`src/nearest_palette_color_mapper_defines.svh`:
```
// assertion macros shared by the mapper rtl
`ifndef NEAREST_PALETTE_COLOR_MAPPER_DEFINES_SVH
`define NEAREST_PALETTE_COLOR_MAPPER_DEFINES_SVH

// condition must hold at every active clock edge
`define NPCM_ASSERT_ALWAYS(label, clk, rst_n, cond) \
    label: assert property (@(posedge clk) disable iff (!rst_n) (cond)) \
        else $error("npcm invariant violated");

// trigger in one cycle implies outcome in the next
`define NPCM_ASSERT_NEXT(label, clk, rst_n, trig, outcome) \
    label: assert property (@(posedge clk) disable iff (!rst_n) (trig) |=> (outcome)) \
        else $error("npcm sequence violated");

`endif

```
`src/npcm_pkg.sv`:
```
`timescale 1ns / 1ps

package npcm_pkg;

    // operation codes carried in tuser
    localparam logic OP_LOAD = 1'b0;
    localparam logic OP_MAP  = 1'b1;

    // slots addressable by a load transaction
    localparam int PALETTE_SLOTS = 16;

    localparam int DIST_W = 18;
    localparam int IDX_W  = 4;

    // largest possible distance is 3 * 255^2, so all ones beats nothing
    localparam logic [DIST_W-1:0] DIST_INIT = '1;

    // transaction moving down the cell chain with its running best match
    typedef struct packed {
        logic              valid;
        logic              is_map;
        logic [IDX_W-1:0]  slot;
        logic [7:0]        red;
        logic [7:0]        green;
        logic [7:0]        blue;
        logic [DIST_W-1:0] best_dist;
        logic [IDX_W-1:0]  best_idx;
        logic [7:0]        best_red;
        logic [7:0]        best_green;
        logic [7:0]        best_blue;
    } token_t;

    function automatic logic [15:0] sq_diff(input logic [7:0] a, input logic [7:0] b);
        logic [15:0] d;
        begin
            d = (a > b) ? {8'd0, a - b} : {8'd0, b - a};
            return d * d;
        end
    endfunction

endpackage

```
`src/npcm_cell.sv`:
```
`timescale 1ns / 1ps

module npcm_cell #(
    parameter int INDEX = 0,
    parameter int CNT_W = 5
) (
    input  logic             clk,
    input  logic             rst_n,
    input  logic             advance,
    input  logic [CNT_W-1:0] search_count,
    input  npcm_pkg::token_t tok_in,
    output npcm_pkg::token_t tok_out
);
    import npcm_pkg::*;

    localparam bit          LOADABLE = (INDEX < PALETTE_SLOTS);
    localparam logic [IDX_W-1:0] SLOT = IDX_W'(INDEX % PALETTE_SLOTS);

    logic [23:0]       entry_reg;
    token_t            a_tok_reg;
    logic [23:0]       a_ent_reg;
    logic              a_en_reg;
    logic [15:0]       a_sqr_reg;
    logic [15:0]       a_sqg_reg;
    logic [15:0]       a_sqb_reg;
    token_t            out_tok_reg;
    token_t            out_tok_next;
    logic              load_hit;
    logic              searched;
    logic [DIST_W-1:0] sum_dist;

    // load transaction addressed to this slot
    assign load_hit = LOADABLE && tok_in.valid && (tok_in.is_map == OP_LOAD) &&
                      (tok_in.slot == SLOT);
    assign searched = (CNT_W'(INDEX) < search_count);

    // palette entry held by this cell
    always_ff @(posedge clk or negedge rst_n)
    begin
        if (!rst_n)
        begin
            entry_reg <= '0;
        end
        else if (advance && load_hit)
        begin
            entry_reg <= {tok_in.red, tok_in.green, tok_in.blue};
        end
    end

    // first stage: channel differences squared
    always_ff @(posedge clk or negedge rst_n)
    begin
        if (!rst_n)
        begin
            a_tok_reg <= '0;
        end
        else if (advance)
        begin
            a_tok_reg <= tok_in;
        end
    end

    always_ff @(posedge clk)
    begin
        if (advance)
        begin
            a_ent_reg <= entry_reg;
            a_en_reg  <= searched;
            a_sqr_reg <= sq_diff(tok_in.red, entry_reg[23:16]);
            a_sqg_reg <= sq_diff(tok_in.green, entry_reg[15:8]);
            a_sqb_reg <= sq_diff(tok_in.blue, entry_reg[7:0]);
        end
    end

    // second stage: sum and strict compare against running best
    assign sum_dist = DIST_W'(a_sqr_reg) + DIST_W'(a_sqg_reg) + DIST_W'(a_sqb_reg);

    always_comb
    begin
        out_tok_next = a_tok_reg;
        if (a_tok_reg.valid && a_tok_reg.is_map && a_en_reg &&
            (sum_dist < a_tok_reg.best_dist))
        begin
            out_tok_next.best_dist  = sum_dist;
            out_tok_next.best_idx   = SLOT;
            out_tok_next.best_red   = a_ent_reg[23:16];
            out_tok_next.best_green = a_ent_reg[15:8];
            out_tok_next.best_blue  = a_ent_reg[7:0];
        end
    end

    always_ff @(posedge clk or negedge rst_n)
    begin
        if (!rst_n)
        begin
            out_tok_reg <= '0;
        end
        else if (advance)
        begin
            out_tok_reg <= out_tok_next;
        end
    end

    assign tok_out = out_tok_reg;

endmodule

```
`config.mk`:
```
export PLATFORM = sky130hd
export DESIGN_NAME = npcm_cell
export DESIGN_NICKNAME = d
export VERILOG_FILES = /design/src/nearest_palette_color_mapper_defines.svh /design/src/npcm_pkg.sv /design/src/npcm_cell.sv
export SDC_FILE = /design/constraint.sdc
export NUM_CORES = 1
export LEC_CHECK = 0
export ABC_AREA = 1
export ABC_CLOCK_PERIOD_IN_PS = 8400
export BUFFER_PORTS_ARGS = -buffer_cell sky130_fd_sc_hd__clkbuf_2
export CORE_ASPECT_RATIO = 0.5
export CORE_MARGIN = 5
export CORE_UTILIZATION = 55
export CTS_BUF_LIST = sky130_fd_sc_hd__clkbuf_8
export CTS_CLUSTER_SIZE = 30
export DETAILED_ROUTE_END_ITERATION = 10
export PLACE_DENSITY = 0.75
export SETUP_SLACK_MARGIN = 0.02
export SYNTH_ARGS = -nofsm -noshare
export SYNTH_HDL_FRONTEND = slang
export SYNTH_SLANG_ARGS = --single-unit
```
`constraint.sdc`:
```
create_clock -name clk -period 8.4 [get_ports clk]
set_clock_uncertainty 0.2 [all_clocks]
set_input_delay 1.26 -clock clk [delete_from_list [all_inputs] [get_ports clk]]
set_output_delay 1.26 -clock clk [all_outputs]
set_load 0.05 [all_outputs]
```
==> out/metrics.cfg, run 1 <==
[finish]
layout-drive-gt1-share_pct=11.9
finalCoreUtilization_pct=62.4
number_of_antenna_repair_diodes=0
syn_to_final_growth_pct=11.3
filler_instances=2778
design.final.nets=2656

[logic_synthesis]
yosys_register_bits=246
syn_inst_count=2162
asyncSetResetFlopFracSynth_pct=71.5
ys_types=44
yosys_warnings=0
share_of_the_yosys_chip_area_belonging_to_registers_pct=36.4
edff_count_synth=70
synth_area_per_cell_um2=8.26
synthFlopType=dfrtp_1
syn-cell-area_um2=17900

[sta]
timing.setup.tns_ns=0
timing.final.setup_violations=0
drv_slew=0
least_margin_pin_slew_ns=1.11
finalCriticalPeriod_ns=6.70
timing_hold_violations_final=0
finalWorstSetupSlack_ns=1.70
rsz0062_at_grt=no
maxSlewHeadroom_pct=26.0
min_period_over_period_pct=79.8
fmax_mhz=149
timing.hold.ws_ns=0.241

[floorplanning]
core_region_area_um2=31800
start_util_pct=56.1
die-width_um=265
row_count=46
top_level_ports=160
die_y_um=137
area_of_the_die_um2=36400

[setup_path]
critical-path-top-cell-by-count=nand2_1
critPathMaxFanout=9
signal_arrival_time_at_the_worst_endpoint_ns=6.83
crit_path_start=tok_in[67]
required_time_of_the_worst_setup_path_ns=8.53
setup.worst_path.end_class=register
worstReg2RegStart=entry_reg[17]
cp_class=input port to register
slowest_stage=fa_1
start_kind=input port
crit_path_max_incr_delay_ns=0.54

[grt]
wire_length_of_the_first_global_routing_pass_um=69300
grt_max_degree=116
grt_pass1_vias=13700
globalRoute.totalOverflow=0
track_usage_pct=23.6
initial_antenna_violation_count=2

[place]
dp.final_hpwl_um=32800
numPortBuffers=159
dpl_worst_slack_ns=1.19
routabilityCongestion=0.914

[cts]
post_cts.repair.setup_buffers=0
ctsLongestPathBuffers=3
cts_repair_resize_count=0
cts-buffers-inserted=38
postCtsHoldBufs=0
clock_tree_from_tritoncts=built
h-tree-depth=2
cts_clk_pin_slew_worst_paths_ns=0.07
cts.root.buffer_cell=clkbuf_8
numClockSinks=246
clk_latency_ns=0.59

[hold_path]
min_from=entry_reg[23]
min_delay_worst_type=register to register

[flow_run]
timing.max_cap.violations=0

[detailed_routing]
drt-vias-per-instance=5.08
final_antenna_net_count=0
detail_route.wirelength_um=42400
routedWlPerCell_um=15.3
vias=14100
detailedRoute.firstPassIterationCount=5
detailedRoute.firstIterationViolations=1059
drc=0

[run_status]
run_status=finished, final reports clean

-- routing by layer --
layer	GRT usage [%]	up-vias	routed length, um
li1	-	7041	-
met5	0	-	0
met3	5.25	54	3040
met2	36.9	347	18600
met1	34.6	6666	20100
met4	4.59	0	640
-- critical path: cells and delay by family --
family | cells | cell delay (ns)
xor gates and xnor gates | 2 | 0.25
adders and majority gates | 5 | 2.33
and+or+nand+nor | 10 | 1.49
AOI/OAI and AO/OA | 5 | 0.90
buffers and inverters | 5 | 0.58
-- final cells by class --
type	instances	area [um^2]	area share, %
inverters	386	1450	7.31
flip-flops and latches	246	6510	32.7
clock buffers	49	674	3.39
well taps	432	541	2.72
multi-input cells	1475	9660	48.6
clock inverters	21	173	0.869
repair buffers	166	866	4.36
-- cells in the mapped netlist, types with 2 or more instances --
cell type,instances,area share [%]
clkbuf_1,30,0.63
xnor2_1,27,1.3
nor3_1,12,0.34
or2_2,5,0.18
nand2_2,20,0.70
a31oi_1,2,0.070
o21ai_2,3,0.15
nor3_2,2,0.11
dfrtp_1,176,25
nand2_1,590,12
nor2_1,126,2.6
a21boi_0,6,0.25
nand3_1,64,1.8
o211ai_1,3,0.13
edfxtp_1,70,12
inv_2,6,0.13
o21ai_0,163,4.6
conb_1,2,0.042
o21ai_1,7,0.20
a21o_1,7,0.29
buf_1,6,0.13
nand2_4,6,0.38
nand4_1,12,0.42
inv_1,378,7.9
buf_2,14,0.39
ha_1,164,11
buf_4,6,0.25
xor2_1,48,2.4
a21oi_1,81,2.3
nor2_2,5,0.18
nor2_4,2,0.13
fa_1,95,11
nand3b_1,4,0.17
o21bai_1,8,0.34
nand3_2,2,0.11
o21a_1,2,0.084
-- kinds of logic after synthesis --
| family | count (synthesis) | synth area share (%) |
|---|---|---|
| flip-flops | 246 | 36.4 |
| adder cells (fa/ha/maj) | 259 | 22.1 |
| buffers and inverters | 442 | 9.53 |
| XOR/XNOR | 75 | 3.68 |
| other | 2 | 0.0420 |
| AND/OR/NAND/NOR | 852 | 19.6 |
| AO/OA/AOI/OAI | 286 | 8.55 |
-- through the flow --
stage	area (um^2)	instances
final	19900	2775
after global routing	19900	2775
after CTS	19900	2775
after detailed placement	19000	2705
after global placement	19000	2705
after floorplan	17900	2163
-- layout by cell type, fill, tap and decap left out, drive strengths merged --
master / instances
a211oi: 1
a21boi: 7
a21o: 7
a21oi: 82
a221oi: 1
a31oi: 2
buf: 7
bufinv: 3
clkbuf: 208
clkinv: 4
clkinvlp: 1
conb: 3
dfrtp: 176
edfxtp: 70
fa: 95
ha: 164
inv: 399
nand2: 616
nand3: 66
nand3b: 4
nand4: 13
nor2: 133
nor3: 14
nor4: 1
o211ai: 3
o21a: 2
o21ai: 173
o21bai: 8
or2: 5
xnor2: 27
xor2: 48
-- path summary, 6_finish.rpt --
path,to,slack (ns),cells after the start
setup / recovery,a_sqr_reg[12],1.70,27
hold / removal,a_ent_reg[23],0.24,0
setup reg to reg,a_sqr_reg[12],2.11,27
hold reg to reg,a_ent_reg[23],0.24,0
max in group asynchronous,tok_out[59],6.01,2
min in group asynchronous,a_tok_reg[18],0.64,1
Power of run 1 is left out: the tool's default activity adds up to more than one toggle a clock period on the data nets, which glitch-free logic cannot reach.
==> run 2, diff against run 1 <==
--- a/config.mk
+++ b/config.mk
@@ -6,7 +6,7 @@
 export NUM_CORES = 1
 export LEC_CHECK = 0
 export ABC_AREA = 1
-export ABC_CLOCK_PERIOD_IN_PS = 8400
+export ABC_CLOCK_PERIOD_IN_PS = 6100
 export BUFFER_PORTS_ARGS = -buffer_cell sky130_fd_sc_hd__clkbuf_2
 export CORE_ASPECT_RATIO = 0.5
 export CORE_MARGIN = 5
@@ -14,7 +14,7 @@
 export CTS_BUF_LIST = sky130_fd_sc_hd__clkbuf_8
 export CTS_CLUSTER_SIZE = 30
 export DETAILED_ROUTE_END_ITERATION = 10
-export PLACE_DENSITY = 0.75
+export PLACE_DENSITY = 0.78
 export SETUP_SLACK_MARGIN = 0.02
 export SYNTH_ARGS = -nofsm -noshare
 export SYNTH_HDL_FRONTEND = slang
==> constraint.sdc (replaced) <==
create_clock -name clk -period 6.1 [get_ports clk]
set_clock_uncertainty 0.2 [all_clocks]
set_input_delay 0.915 -clock clk [delete_from_list [all_inputs] [get_ports clk]]
set_output_delay 0.915 -clock clk [all_outputs]
set_load 0.05 [all_outputs]
==> out/metrics.cfg, run 2 (synthesis results as in run 1) <==
[run_status]
run_status=finished, final reports clean  ; unchanged

[grt]
grt_pass1_vias=14500  ; was 13700
initial_antenna_violation_count=0  ; was 2
globalRoute.totalOverflow=0  ; unchanged
grt_max_degree=157  ; was 116
wire_length_of_the_first_global_routing_pass_um=72100  ; was 69300 um
track_usage_pct=24.3  ; was 23.6%

[finish]
mostFrequentLayoutCell=nand2_1  ; unchanged
syn_to_final_growth_pct=18.9  ; was 11.3%
design.final.nets=2837  ; was 2656
filler_instances=2604  ; was 2778
commonest_cells_after_routing_fill_and_taps_aside=nand2_1 (590), inv_1 (392), buf_4 (186)  ; was nand2_1 (590), inv_1 (390), dfrtp_1 (176)
layout-drive-gt1-share_pct=18.9  ; was 11.9%

[cts]
ctsLongestPathBuffers=3  ; unchanged
clock_tree_from_tritoncts=built  ; unchanged
cts_clk_pin_slew_worst_paths_ns=0.07  ; about the same
numClockSinks=246  ; unchanged
postCtsHoldBufs=0  ; unchanged
h-tree-depth=2  ; unchanged
cts.root.buffer_cell=clkbuf_8  ; unchanged
clk_latency_ns=0.55  ; was 0.59 ns
cts-buffers-inserted=38  ; unchanged

[sta]
timing.final.setup_violations=0  ; unchanged
drv_slew=0  ; unchanged
timing_hold_violations_final=0  ; unchanged
min_period_over_period_pct=95.9
timing.hold.ws_ns=0.251  ; was 0.241 ns
least_margin_pin_slew_ns=1.04  ; was 1.11 ns
fmax_mhz=171
maxSlewHeadroom_pct=30.9  ; was 26.0%
finalCriticalPeriod_ns=5.85

[detailed_routing]
detailedRoute.firstPassIterationCount=5  ; unchanged
drt-vias-per-instance=5.06  ; was 5.08
drc=0  ; unchanged
detail_route.wirelength_um=44200  ; was 42400 um
vias=15000  ; was 14100
routedWlPerCell_um=15.0  ; was 15.3 um
detailedRoute.firstIterationViolations=1316  ; was 1059
final_antenna_net_count=0  ; unchanged

[hold_path]
min_delay_worst_type=register to register  ; unchanged
hold_path_depth=0  ; unchanged
worst_hold_path.endpoint=a_ent_reg[7]  ; was a_ent_reg[23]
min_from=entry_reg[7]  ; was entry_reg[23]

[floorplanning]
row_count=46  ; unchanged
area_of_the_die_um2=36400  ; unchanged
start_util_pct=56.1  ; unchanged
die-width_um=265  ; unchanged
core_region_area_um2=31800  ; unchanged
top_level_ports=160  ; unchanged
die_y_um=137  ; unchanged

[setup_path]
crit_path_max_incr_delay_ns=0.60  ; was 0.54 ns
start_kind=input port  ; unchanged
critPathBufInv=8  ; was 5
worstReg2RegStart=entry_reg[5]  ; was entry_reg[17]
ff2ff_path_depth=25  ; was 27
critPathMaxFanout=3  ; was 9
critical-path-top-cell-by-count=nand2_1  ; unchanged
rr_endpoint=a_sqb_reg[15]  ; was a_sqr_reg[12]
setup.worst_path.end_class=register  ; unchanged
cp_class=input port to register  ; unchanged
slowest_stage=fa_1  ; unchanged
required_time_of_the_worst_setup_path_ns=6.20  ; was 8.53 ns
signal_arrival_time_at_the_worst_endpoint_ns=5.95  ; was 6.83 ns
timing.critical_path.max_delay_family=adder cells  ; unchanged
flop2flop_setup_slack_ns=0.34  ; was 2.11 ns

[flow_run]
timing.max_cap.violations=0  ; unchanged

[place]
numPortBuffers=159  ; unchanged
routabilityCongestion=0.956  ; was 0.914
dp.final_hpwl_um=34400  ; was 32800 um

-- run 2: cell types whose count changed in the layout (fill, tap and decap cells not counted), sizes merged --
cell / delta
buf: +181
clkbuf: -8
clkinv: +8
inv: +4
bufinv: -3
clkinvlp: -1
diode: +1
-- run 2: cell type report --
| cell class | count | area, um^2 | area share, % |
|---|---|---|---|
| tap | 432 | 541 | 2.55 |
| clock inverter | 29 | 133 | 0.625 |
| clock buffer | 41 | 564 | 2.66 |
| sequential | 246 | 6510 | 30.6 |
| timing repair buffer | 347 | 2250 | 10.6 |
| multi-input combinational | 1475 | 9780 | 46.1 |
| antenna | 1 | 2.50 | 0.0118 |
| inverter | 386 | 1450 | 6.85 |
-- run 2: metrics by stage --
| stage | std cells | utilization (%) | setup WS (ns) | area (um^2) | TNS (ns) |
|---|---|---|---|---|---|
| after floorplan | 2163 | - | 0.0230 | 17900 | 0 |
| after global placement | 2885 | 64.2 | -0.168 | 20400 | -1.88 |
| after detailed placement | 2885 | 64.2 | -0.375 | 20400 | -4.75 |
| after CTS | 2955 | 66.4 | 0.229 | 21100 | 0 |
| after global routing | 2956 | 66.7 | -0.0865 | 21200 | -0.153 |
| final | 2957 | 66.7 | 0.247 | 21200 | 0 |
-- run 2: what timing repair did --
action	4_1_cts	5_1_grt
buffers inserted	0	1
setup endpoints to repair	0	17
resized for setup	0	26
-- run 2: worst max path at each step --
stage,startpoint,end,slack [ns],cells past startpoint
6_report,tok_in[62],a_sqr_reg[14],0.25,32
5_1_grt,tok_in[62],a_sqr_reg[14],-0.09,32
4_1_cts,tok_in[46],a_sqb_reg[15],0.23,26
3_5_place_dp,tok_in[46],a_sqb_reg[15],-0.38,26
3_3_place_gp,tok_in[62],a_sqr_reg[13],-0.17,28
2_1_floorplan,tok_in[54],a_sqg_reg[14],0.02,27
-- run 2: per-layer routing --
layer	vias to the layer above	track usage, %	share of wire (%)	wire length, um
met4	0	4.34	1.5	659
met5	-	0	0	0
met3	52	5.53	7.6	3350
li1	7390	-	-	-
met2	440	37.9	44	19400
met1	7071	35.7	47	20800
-- run 2: worst reg2reg max path: cells and delay by family, from the launching register on --
family          cells  cell delay, ns
compound gates      6            0.94
flops               1            0.49
buf+inv             5            0.28
simple gates        8            0.88
fa+ha+maj           6            2.72
Power of run 2 is left out for the same reason.
